### src/design/midi_byte_stream_parser_defines.svh
// ---------------------------------------------------------------------------
// MIDI byte stream parser: assertion macros
// Shared helpers for the concurrent checks of the parser.
// ---------------------------------------------------------------------------
`ifndef MIDI_BYTE_STREAM_PARSER_DEFINES_SVH
`define MIDI_BYTE_STREAM_PARSER_DEFINES_SVH

// Same-cycle implication, disabled while reset is held
`define MBSP_ASSERT_IMP(lbl, clk, rstn, ante, cons, msg) \
  lbl: assert property (@(posedge clk) disable iff (!rstn) (ante) |-> (cons)) \
    else $error(msg);

// Next-cycle implication, disabled while reset is held
`define MBSP_ASSERT_NXT(lbl, clk, rstn, ante, cons, msg) \
  lbl: assert property (@(posedge clk) disable iff (!rstn) (ante) |=> (cons)) \
    else $error(msg);

`endif

### src/design/mbsp_pkg.sv
// ---------------------------------------------------------------------------
// mbsp_pkg
// Types and constants shared by the MIDI byte stream parser modules.
// ---------------------------------------------------------------------------
package mbsp_pkg;

  // Default sysex capture depth in bytes
  localparam int unsigned BufferDepthDefault = 32;

  // Special status bytes
  localparam logic [7:0] StatusSysexStart = 8'hF0;
  localparam logic [7:0] StatusSysexEnd   = 8'hF7;
  localparam logic [7:0] RealtimeFirst    = 8'hF8;

  // Result kind codes
  localparam logic KindChannel = 1'b0;
  localparam logic KindSysex   = 1'b1;

  // Parser mode
  typedef enum logic [1:0] {
    MODE_IDLE  = 2'd0,
    MODE_SYSEX = 2'd1,
    MODE_MSG   = 2'd2
  } parse_mode_e;

  // What one accepted byte asks of the output side
  typedef struct packed {
    logic       msg_valid;    // a complete channel message
    logic [7:0] status_byte;
    logic [7:0] first_data;
    logic [6:0] second_data;
    logic       dump_valid;   // sysex end: read the store out
  } emit_t;

  // One result item held in the output register
  typedef struct packed {
    logic       kind;
    logic [7:0] status_byte;
    logic [7:0] first_data;
    logic [6:0] second_data;
    logic       last_of_run;
  } result_t;

endpackage

### src/design/mbsp_store.sv
// ---------------------------------------------------------------------------
// mbsp_store
// Sysex capture memory: one write port, one read port, registered read data.
// ---------------------------------------------------------------------------
module mbsp_store #(
  parameter int unsigned DEPTH = mbsp_pkg::BufferDepthDefault,
  localparam int unsigned AW   = $clog2(DEPTH)
) (
  input  logic          clk_i,
  input  logic          wr_en_i,
  input  logic [AW-1:0] wr_addr_i,
  input  logic [7:0]    wr_data_i,
  input  logic          rd_en_i,
  input  logic [AW-1:0] rd_addr_i,
  output logic [7:0]    rd_data_o
);

  logic [7:0] mem_q [DEPTH];
  logic [7:0] rd_data_q;

  // Write port
  always_ff @(posedge clk_i) begin
    if (wr_en_i) begin
      mem_q[wr_addr_i] <= wr_data_i;
    end
  end

  // Read port; data holds until the next read
  always_ff @(posedge clk_i) begin
    if (rd_en_i) begin
      rd_data_q <= mem_q[rd_addr_i];
    end
  end

  assign rd_data_o = rd_data_q;

endmodule

### src/design/mbsp_parse.sv
// ---------------------------------------------------------------------------
// mbsp_parse
// Byte parser: tracks the message mode, fills the sysex store and flags
// finished channel messages and sysex ends.
// ---------------------------------------------------------------------------
module mbsp_parse #(
  parameter int unsigned DEPTH = mbsp_pkg::BufferDepthDefault,
  localparam int unsigned AW   = $clog2(DEPTH)
) (
  input  logic            clk_i,
  input  logic            rst_ni,
  input  logic            in_fire_i,
  input  logic [7:0]      rx_byte_i,
  output logic            wr_en_o,
  output logic [AW-1:0]   wr_addr_o,
  output logic [7:0]      wr_data_o,
  output mbsp_pkg::emit_t emit_o,
  output logic [AW-1:0]   dump_end_o
);

  localparam int unsigned FW = $clog2(DEPTH + 1);
  localparam logic [FW-1:0] FillFull = FW'(DEPTH);
  localparam logic [FW-1:0] FillOne  = FW'(1);
  localparam logic [FW-1:0] FillTwo  = FW'(2);
  localparam logic [FW-1:0] FillDone = FW'(3);

  // Data byte counts per status
  localparam logic [1:0] NeedNone = 2'd0;
  localparam logic [1:0] NeedOne  = 2'd1;
  localparam logic [1:0] NeedTwo  = 2'd2;

  function automatic logic [1:0] need_count(input logic [7:0] status);
    logic [3:0] nib;
    nib = status[7:4];
    if (nib inside {4'h8, 4'h9, 4'hB, 4'hE}) begin
      return NeedTwo;
    end else if (nib inside {4'hC, 4'hD}) begin
      return NeedOne;
    end
    return NeedNone;
  endfunction

  mbsp_pkg::parse_mode_e mode_q, mode_d;
  logic [7:0]    status_q, status_d;
  logic [FW-1:0] fill_q, fill_d;
  logic [6:0]    held_q, held_d;
  logic [1:0]    need;
  logic          has_room;

  // Mode and message registers
  always_ff @(posedge clk_i or negedge rst_ni) begin
    if (!rst_ni) begin
      mode_q   <= mbsp_pkg::MODE_IDLE;
      status_q <= '0;
      fill_q   <= FillOne;
      held_q   <= '0;
    end else begin
      mode_q   <= mode_d;
      status_q <= status_d;
      fill_q   <= fill_d;
      held_q   <= held_d;
    end
  end

  assign need     = need_count(status_q);
  assign has_room = (fill_q < FillFull);

  // Next state and store writes
  always_comb begin
    mode_d     = mode_q;
    status_d   = status_q;
    fill_d     = fill_q;
    held_d     = held_q;
    wr_en_o    = 1'b0;
    wr_addr_o  = fill_q[AW-1:0];
    wr_data_o  = rx_byte_i;
    emit_o     = '0;
    dump_end_o = fill_q[AW-1:0];

    if (in_fire_i && (rx_byte_i < mbsp_pkg::RealtimeFirst)) begin
      if (rx_byte_i[7]) begin
        if (rx_byte_i == mbsp_pkg::StatusSysexStart) begin
          // start capture with the start byte at entry zero
          mode_d    = mbsp_pkg::MODE_SYSEX;
          wr_en_o   = 1'b1;
          wr_addr_o = '0;
          wr_data_o = mbsp_pkg::StatusSysexStart;
          fill_d    = FillOne;
        end else if (rx_byte_i == mbsp_pkg::StatusSysexEnd) begin
          // close capture: if open with room, store the end byte, then read it all out
          if ((mode_q == mbsp_pkg::MODE_SYSEX) && has_room) begin
            wr_en_o           = 1'b1;
            wr_data_o         = mbsp_pkg::StatusSysexEnd;
            emit_o.dump_valid = 1'b1;
          end
          mode_d = mbsp_pkg::MODE_IDLE;
          fill_d = FillOne;
        end else begin
          mode_d   = mbsp_pkg::MODE_MSG;
          status_d = rx_byte_i;
          fill_d   = FillOne;
        end
      end else begin
        case (mode_q)
          mbsp_pkg::MODE_SYSEX: begin
            if (has_room) begin
              wr_en_o = 1'b1;
              fill_d  = fill_q + FillOne;
            end else begin
              // overflow drops the capture
              mode_d = mbsp_pkg::MODE_IDLE;
              fill_d = FillOne;
            end
          end
          mbsp_pkg::MODE_MSG: begin
            if (need != NeedNone) begin
              emit_o.status_byte = status_q;
              if (fill_q <= FillOne) begin
                held_d = rx_byte_i[6:0];
                fill_d = FillTwo;
                if (need == NeedOne) begin
                  emit_o.msg_valid  = 1'b1;
                  emit_o.first_data = {1'b0, rx_byte_i[6:0]};
                  mode_d            = mbsp_pkg::MODE_IDLE;
                end
              end else begin
                emit_o.msg_valid   = 1'b1;
                emit_o.first_data  = {1'b0, held_q};
                emit_o.second_data = rx_byte_i[6:0];
                fill_d             = FillDone;
                mode_d             = mbsp_pkg::MODE_IDLE;
              end
            end
          end
          default: begin
          end
        endcase
      end
    end
  end

endmodule

### src/design/mbsp_drain.sv
// ---------------------------------------------------------------------------
// mbsp_drain
// Output side: reads the sysex store out one byte a cycle while the output
// register is free, and holds results in it until the downstream takes them.
// ---------------------------------------------------------------------------
module mbsp_drain #(
  parameter int unsigned DEPTH = mbsp_pkg::BufferDepthDefault,
  localparam int unsigned AW   = $clog2(DEPTH)
) (
  input  logic              clk_i,
  input  logic              rst_ni,
  input  mbsp_pkg::emit_t   emit_i,
  input  logic [AW-1:0]     dump_end_i,
  output logic              rd_en_o,
  output logic [AW-1:0]     rd_addr_o,
  input  logic [7:0]        rd_data_i,
  input  logic              out_ready_i,
  output logic              out_valid_o,
  output mbsp_pkg::result_t out_o,
  output logic              busy_o,
  output logic              in_ready_o
);

  logic          busy_q, busy_d;
  logic [AW-1:0] rd_addr_q, rd_addr_d;
  logic [AW-1:0] end_q, end_d;
  logic          issued_all_q, issued_all_d;
  logic          pend_q, pend_d;
  logic          pend_last_q, pend_last_d;
  logic          out_valid_q, out_valid_d;
  mbsp_pkg::result_t out_q, out_d;
  logic          out_free;
  logic          load_pend;
  logic          issue;
  logic          at_end;

  assign out_free  = !out_valid_q || out_ready_i;
  assign load_pend = pend_q && out_free;
  assign issue     = busy_q && !issued_all_q && (!pend_q || load_pend);
  assign at_end    = (rd_addr_q == end_q);

  // Control registers
  always_ff @(posedge clk_i or negedge rst_ni) begin
    if (!rst_ni) begin
      busy_q       <= 1'b0;
      rd_addr_q    <= '0;
      end_q        <= '0;
      issued_all_q <= 1'b0;
      pend_q       <= 1'b0;
      pend_last_q  <= 1'b0;
      out_valid_q  <= 1'b0;
    end else begin
      busy_q       <= busy_d;
      rd_addr_q    <= rd_addr_d;
      end_q        <= end_d;
      issued_all_q <= issued_all_d;
      pend_q       <= pend_d;
      pend_last_q  <= pend_last_d;
      out_valid_q  <= out_valid_d;
    end
  end

  // Output payload
  always_ff @(posedge clk_i) begin
    out_q <= out_d;
  end

  // Read sequencing and output loading
  always_comb begin
    busy_d       = busy_q;
    rd_addr_d    = rd_addr_q;
    end_d        = end_q;
    issued_all_d = issued_all_q;
    pend_d       = pend_q;
    pend_last_d  = pend_last_q;
    out_valid_d  = out_valid_q && !out_ready_i;
    out_d        = out_q;

    // start a readout at the sysex end byte
    if (emit_i.dump_valid) begin
      busy_d       = 1'b1;
      rd_addr_d    = '0;
      end_d        = dump_end_i;
      issued_all_d = 1'b0;
    end

    // a finished channel message goes straight to the output register
    if (emit_i.msg_valid) begin
      out_valid_d       = 1'b1;
      out_d.kind        = mbsp_pkg::KindChannel;
      out_d.status_byte = emit_i.status_byte;
      out_d.first_data  = emit_i.first_data;
      out_d.second_data = emit_i.second_data;
      out_d.last_of_run = 1'b1;
    end

    // move read data into the output register
    if (load_pend) begin
      pend_d            = 1'b0;
      out_valid_d       = 1'b1;
      out_d.kind        = mbsp_pkg::KindSysex;
      out_d.status_byte = mbsp_pkg::StatusSysexStart;
      out_d.first_data  = rd_data_i;
      out_d.second_data = '0;
      out_d.last_of_run = pend_last_q;
      if (pend_last_q) begin
        busy_d = 1'b0;
      end
    end

    // issue the next read
    if (issue) begin
      pend_d      = 1'b1;
      pend_last_d = at_end;
      rd_addr_d   = rd_addr_q + AW'(1);
      if (at_end) begin
        issued_all_d = 1'b1;
      end
    end
  end

  assign rd_en_o     = issue;
  assign rd_addr_o   = rd_addr_q;
  assign out_valid_o = out_valid_q;
  assign out_o       = out_q;
  assign busy_o      = busy_q;
  assign in_ready_o  = !busy_q && out_free;

endmodule

### src/design/midi_byte_stream_parser.sv
// ---------------------------------------------------------------------------
// midi_byte_stream_parser
// MIDI byte parser without running status: channel messages and captured
// system-exclusive runs out of a byte stream.
// ---------------------------------------------------------------------------
//  Channel   Dir  tdata                                      tuser  tlast
//  s_axis    in   [7:0] rx_byte                              -      -
//  m_axis    out  [7:0] status, [15:8] first, [22:16] second kind   last_of_run
//
// A byte is taken while no capture is being read out and the output register
// is free; a byte that completes a channel message puts its result in the
// output register at the edge that accepts it. A sysex end byte holds the
// input while the capture, end byte included, is read from the registered
// store one entry a cycle; results leave one a cycle when not stalled.
// Reset clears the control state at once; the store is not cleared.
// A low m_axis_tready holds the output register and with it the input side.
// ---------------------------------------------------------------------------
`include "midi_byte_stream_parser_defines.svh"

module midi_byte_stream_parser #(
  parameter int unsigned BUFFER_DEPTH = mbsp_pkg::BufferDepthDefault
) (
  input  logic        clk_i,
  input  logic        rst_ni,
  input  logic        s_axis_tvalid,
  output logic        s_axis_tready,
  input  logic [7:0]  s_axis_tdata,   // [7:0] rx_byte
  output logic        m_axis_tvalid,
  input  logic        m_axis_tready,
  output logic [23:0] m_axis_tdata,   // [7:0] status_byte, [15:8] first_data,
                                      // [22:16] second_data, [23] zero
  output logic        m_axis_tuser,   // [0] kind
  output logic        m_axis_tlast    // last_of_run
);

  localparam int unsigned AW = $clog2(BUFFER_DEPTH);

  logic              in_fire;
  logic              wr_en;
  logic [AW-1:0]     wr_addr;
  logic [7:0]        wr_data;
  logic              rd_en;
  logic [AW-1:0]     rd_addr;
  logic [7:0]        rd_data;
  logic [AW-1:0]     dump_end;
  logic              drain_busy;
  mbsp_pkg::emit_t   emit;
  mbsp_pkg::result_t result;

  assign in_fire = s_axis_tvalid && s_axis_tready;

  mbsp_parse #(
    .DEPTH (BUFFER_DEPTH)
  ) u_parse (
    .clk_i      (clk_i),
    .rst_ni     (rst_ni),
    .in_fire_i  (in_fire),
    .rx_byte_i  (s_axis_tdata),
    .wr_en_o    (wr_en),
    .wr_addr_o  (wr_addr),
    .wr_data_o  (wr_data),
    .emit_o     (emit),
    .dump_end_o (dump_end)
  );

  mbsp_store #(
    .DEPTH (BUFFER_DEPTH)
  ) u_store (
    .clk_i     (clk_i),
    .wr_en_i   (wr_en),
    .wr_addr_i (wr_addr),
    .wr_data_i (wr_data),
    .rd_en_i   (rd_en),
    .rd_addr_i (rd_addr),
    .rd_data_o (rd_data)
  );

  mbsp_drain #(
    .DEPTH (BUFFER_DEPTH)
  ) u_drain (
    .clk_i       (clk_i),
    .rst_ni      (rst_ni),
    .emit_i      (emit),
    .dump_end_i  (dump_end),
    .rd_en_o     (rd_en),
    .rd_addr_o   (rd_addr),
    .rd_data_i   (rd_data),
    .out_ready_i (m_axis_tready),
    .out_valid_o (m_axis_tvalid),
    .out_o       (result),
    .busy_o      (drain_busy),
    .in_ready_o  (s_axis_tready)
  );

  // Pack the result onto the output stream
  assign m_axis_tdata = {1'b0, result.second_data, result.first_data, result.status_byte};
  assign m_axis_tuser = result.kind;
  assign m_axis_tlast = result.last_of_run;

  // Checks
  `MBSP_ASSERT_IMP(a_no_input_in_drain, clk_i, rst_ni, drain_busy, !s_axis_tready, "input taken during readout")
  `MBSP_ASSERT_NXT(a_end_starts_drain, clk_i, rst_ni, emit.dump_valid, drain_busy, "sysex end did not start a readout")
  `MBSP_ASSERT_IMP(a_store_port_excl, clk_i, rst_ni, rd_en, !wr_en, "store read and write overlap")
  `MBSP_ASSERT_IMP(a_channel_single, clk_i, rst_ni, m_axis_tvalid && (m_axis_tuser == mbsp_pkg::KindChannel), m_axis_tlast && !m_axis_tdata[15], "bad channel result")

endmodule

### config.mk
export PLATFORM = sky130hd
export DESIGN_NAME = midi_byte_stream_parser
export DESIGN_NICKNAME = d
export VERILOG_FILES = /design/src/design/mbsp_pkg.sv /design/src/design/mbsp_store.sv /design/src/design/mbsp_parse.sv /design/src/design/mbsp_drain.sv /design/src/design/midi_byte_stream_parser.sv
export VERILOG_INCLUDE_DIRS = /design/src /design/src/design
export SDC_FILE = /design/constraint.sdc
export NUM_CORES = 1
export LEC_CHECK = 0
export BUFFER_PORTS_ARGS = -buffer_cell sky130_fd_sc_hd__buf_2
export CELL_PAD_IN_SITES_DETAIL_PLACEMENT = 1
export CELL_PAD_IN_SITES_GLOBAL_PLACEMENT = 2
export CORE_ASPECT_RATIO = 2
export CORE_MARGIN = 2
export CORE_UTILIZATION = 47
export DETAILED_ROUTE_END_ITERATION = 10
export PLACE_DENSITY_LB_ADDON = 0.08
export SLEW_MARGIN = 10
export SYNTH_ARGS = -nofsm -noshare
export SYNTH_HDL_FRONTEND = slang
export SYNTH_SLANG_ARGS = --single-unit
### constraint.sdc
create_clock -name clk_i -period 2.7 [get_ports clk_i]
set_input_delay 0.405 -clock clk_i [delete_from_list [all_inputs] [get_ports clk_i]]
set_output_delay 0.405 -clock clk_i [all_outputs]
set_load 0.01 [all_outputs]
==> impl_metrics.py <==
metrics = {
    "flow_run": {
        "drv_cap": 0,
    },
    "global_routing": {
        "grt_pass1_vias": 7395,
        "grt_pass1_wl_um": 48900,
        "grt_max_degree": 39,
        "grt.total_usage": 0.233,
        "antenna_found_initial": 0,
        "overflow": 0,
    },
    "power_and_ir_drop": {
        "power.share.clock": 0.383,
        "pwr-share-seq": 0.522,
        "sw_frac_of_total": 0.236,
        "leakagePower_nw": 5.12,
        "powerDensity_nw_per_um2": 752,
        "switching_power_w": 0.00264,
        "p_int_w": 0.00856,
        "combPwrFrac": 0.095,
        "ir_drop_v": 0.000674,
    },
    "cts": {
        "root_buffer": "clkbuf_16",
        "clock_sinks": 327,
        "clk_latency_ps": 560,
        "cts_tree": "built",
        "cts_buffer_depth": 3,
        "cts.clk_slew.worst_paths_ps": 70,
        "htreeDepth": 1,
        "cts_made_buffers": 29,
    },
    "timing": {
        "setup_tns_ps": 0,
        "finalCritPeriodShare": 0.868,
        "worst_pin_slew_ps": 582,
        "finalSetupViolations": 0,
        "fin_skew_ps": 16.6,
        "hold_violations": 0,
        "holdWs_ps": 155,
        "timing.fmax_ghz": 0.427,
        "rsz0062_at_grt": "false",
        "fin_crit_ps": 2340,
        "relSlewSlack": 0.612,
        "slew_violations": 0,
    },
    "drt": {
        "vias": 6968,
        "wl_um": 32100,
        "wl_per_cell_um": 26.7,
        "viasPerCell": 5.80,
        "drc_errors": 0,
        "first_pass_iters": 4,
        "ant_nets": 0,
        "drt_iter0_drc": 525,
    },
    "cells_and_area": {
        "fillers": 2552,
        "drive_above_1_share": 0.279,
        "multiInputGateArea_um2": 3240,
        "n_antenna_cell": 0,
        "regArea_um2": 9480,
        "layout-area-overhead-vs-synth_pct": 14.7,
        "fin_nets": 842,
    },
    "synthesis": {
        "synth_seq_cells": 327,
        "async_flop_share": 0.116,
        "yosys_warnings": 0,
        "synth_cells": 746,
        "synth-edff-count": 273,
        "ys_seq_area_frac": 0.729,
        "yosysUniqueCellTypes": 54,
        "synth_nets": 762,
        "synthTopCellsByArea": "edfxtp_1 63%, mux4_2 11%, dfrtp_1 7.1%",
        "avgSynthCellArea_um2": 17.4,
        "synth_top_cell_area_share": 0.631,
        "yosys.area.top_type": "edfxtp_1",
        "synth_flop_cell": "edfxtp_1",
        "netlist_area_um2": 13000,
    },
    "critical_path": {
        "reg2reg_depth": 5,
        "critPathCaptureType": "flop",
        "r2r-start": "u_parse.fill_q[4]$_DFFE_PN0P_",
        "reg2reg_to": "u_drain.out_o[11]$_DFFE_PP_",
        "cp_max_fo": 9,
        "worstSetupPathType": "reg -> reg",
        "cp-start-kind": "flop",
        "r2r_slack_ps": 360,
        "crit_arrival_ps": 2730,
        "crit_required_ps": 3080,
    },
    "floorplan": {
        "fp.coreArea_um2": 27300,
        "rows": 86,
        "pin_count": 40,
        "die_h_um": 239,
        "die_w_um": 122,
        "start_util": 0.475,
        "die_area_um2": 29100,
    },
    "min_path": {
        "min_path_type": "in -> reg",
        "holdCritStartpoint": "m_axis_tready",
        "holdPathStages": 3,
        "holdPathEnd": "u_drain.pend_q$_DFFE_PN0P_",
    },
    "placed_design": {
        "hpwl_um": 21500,
        "gp_congestion": 0.836,
        "portBuffers": 38,
    },
    "run_status": {
        "status": "finished, final reports clean",
    },
}
[layout by cell type, fill, tap and decap left out, types with 5 or more instances in the layout]
| cell | synthesis | final |
|---|---|---|
| o22ai_1 | 32 | 32 |
| xnor2_1 | 5 | 5 |
| dfrtp_1 | 37 | 35 |
| nand2_1 | 43 | 43 |
| a21oi_1 | 12 | 12 |
| buf_2 | 12 | 38 |
| o21ai_0 | 15 | 15 |
| a211oi_1 | 6 | 6 |
| nor4_1 | 10 | 10 |
| nor2_1 | 44 | 44 |
| clkinv_2 | 0 | 7 |
| or3_1 | 9 | 9 |
| nand3b_1 | 8 | 8 |
| clkbuf_16 | 0 | 29 |
| buf_4 | 3 | 57 |
| inv_1 | 9 | 9 |
| nor3_1 | 5 | 5 |
| mux4_2 | 64 | 64 |
| dfxtp_1 | 16 | 16 |
| nand3_1 | 22 | 22 |
| mux2_2 | 9 | 9 |
| mux2_1 | 6 | 6 |
| edfxtp_1 | 273 | 273 |
| a21o_1 | 9 | 9 |
| nand2b_1 | 9 | 9 |
| bufinv_16 | 0 | 5 |
| a22o_1 | 6 | 6 |
[worst max-delay path by stage]
stage	startpoint	to	cells past startpoint
2_1_floorplan	s_axis_tdata[7]	u_store.mem_q[0][0]$_DFFE_PP_	7
3_3_place_gp	s_axis_tdata[7]	u_store.mem_q[29][0]$_DFFE_PP_	8
3_5_place_dp	s_axis_tdata[7]	u_store.mem_q[1][2]$_DFFE_PP_	8
4_1_cts	u_drain.rd_addr_o[0]$_DFFE_PN0P_	u_store.rd_data_o[4]$_DFFE_PP_	4
5_1_grt	u_drain.out_valid_o$_DFF_PN0_	u_store.mem_q[21][6]$_DFFE_PP_	6
6_report	u_parse.fill_q[4]$_DFFE_PN0P_	u_drain.out_o[11]$_DFFE_PP_	5
[cells in the mapped netlist (all sizes together), types with 3 or more instances]
cell     count
edfxtp     273
mux4        64
nor2        45
nand2       43
dfrtp       37
o22ai       32
clkbuf      31
nand3       22
buf         20
dfxtp       16
o21ai       16
mux2        15
a21oi       12
nor4        10
a21o         9
inv          9
nand2b       9
or3          9
nand3b       8
nor3         7
a211oi       6
a22o         6
xnor2        5
ha           4
nor2b        4
or3b         4
a31oi        3
and3         3
o2bb2ai      3
xor2         3
[what timing repair did]
action | 4_1_cts | 5_1_grt
hold endpoints to repair | 21 | 0
hold buffers | 1 | 0
resized for setup | 0 | 0
setup buffers | 0 | 0
[cell type report]
| type | instances | area share |
|---|---|---|
| sequential | 327 | 0.636 |
| multi-input combinational | 359 | 0.217 |
| clock inverter | 24 | 0.0179 |
| clock buffer | 30 | 0.0490 |
| tap | 352 | 0.0296 |
| timing repair buffer | 100 | 0.0476 |
| inverter | 9 | 0.00227 |
[routing by layer]
metal	up-vias	GRT usage	wire length (um)
li1	3104	-	-
met5	-	0	0
met2	180	0.392	16300
met1	3625	0.314	13400
met4	0	0.0899	1250
met3	59	0.0246	1180
[through the flow]
stage	worst slack (ps)	instances	power, W	instance area (um2)	utilization
5_1_grt	247	1201	0.0116	14900	0.545
4_1_cts	337	1201	0.0113	14900	0.545
6_report	356	1201	0.0112	14900	0.545
3_5_place_dp	219	1146	0.00704	13900	0.508
2_1_floorplan	168	746	0.00660	13000	-
3_3_place_gp	288	1146	0.00701	13900	0.508
[worst max-delay path, stage by stage, from the launching register on]
cell and delay, ps:
dfrtp_1 370, or3_1 580, or3_1 610, nor3_1 280
a21oi_1 100, o31ai_2 220
[cell families after synthesis]
logic type               Yosys count  synth area share
AO/OA/AOI/OAI                     96            0.0496
XOR/XNOR                           8           0.00540
buffers and inverters             60            0.0214
other                              1          0.000289
multiplexers                      79             0.124
adder cells (fa/ha/maj)            4           0.00385
AND/OR/NAND/NOR                  171            0.0660
flip-flops                       327             0.729
[power by group through the flow]
stage	sequential [W]	clock [W]	combinational, W
after global placement	0.00594	0	0.00106
after detailed placement	0.00596	0	0.00108
after global routing	0.00588	0.00455	0.00119
after CTS	0.00585	0.00438	0.00108
after floorplan	0.00598	0	0.000617
final	0.00585	0.00429	0.00107
[sequential cells by signal, summed over array words and instances (netlist names)]
signal                cells
u_parse.status_q          8
u_drain.pend_last_q       1
u_drain.rd_addr_o         5
u_drain.busy_o            1
u_parse.fill_q            6
u_parse.mode_q            2
u_drain.pend_q            1
u_store.mem_q           256
u_drain.out_o            25
u_parse.held_q            7
u_store.rd_data_o         8
u_drain.out_valid_o       1
u_drain.end_q             5
u_drain.issued_all_q      1
No activity file was read; power rests on OpenSTA's default activity.
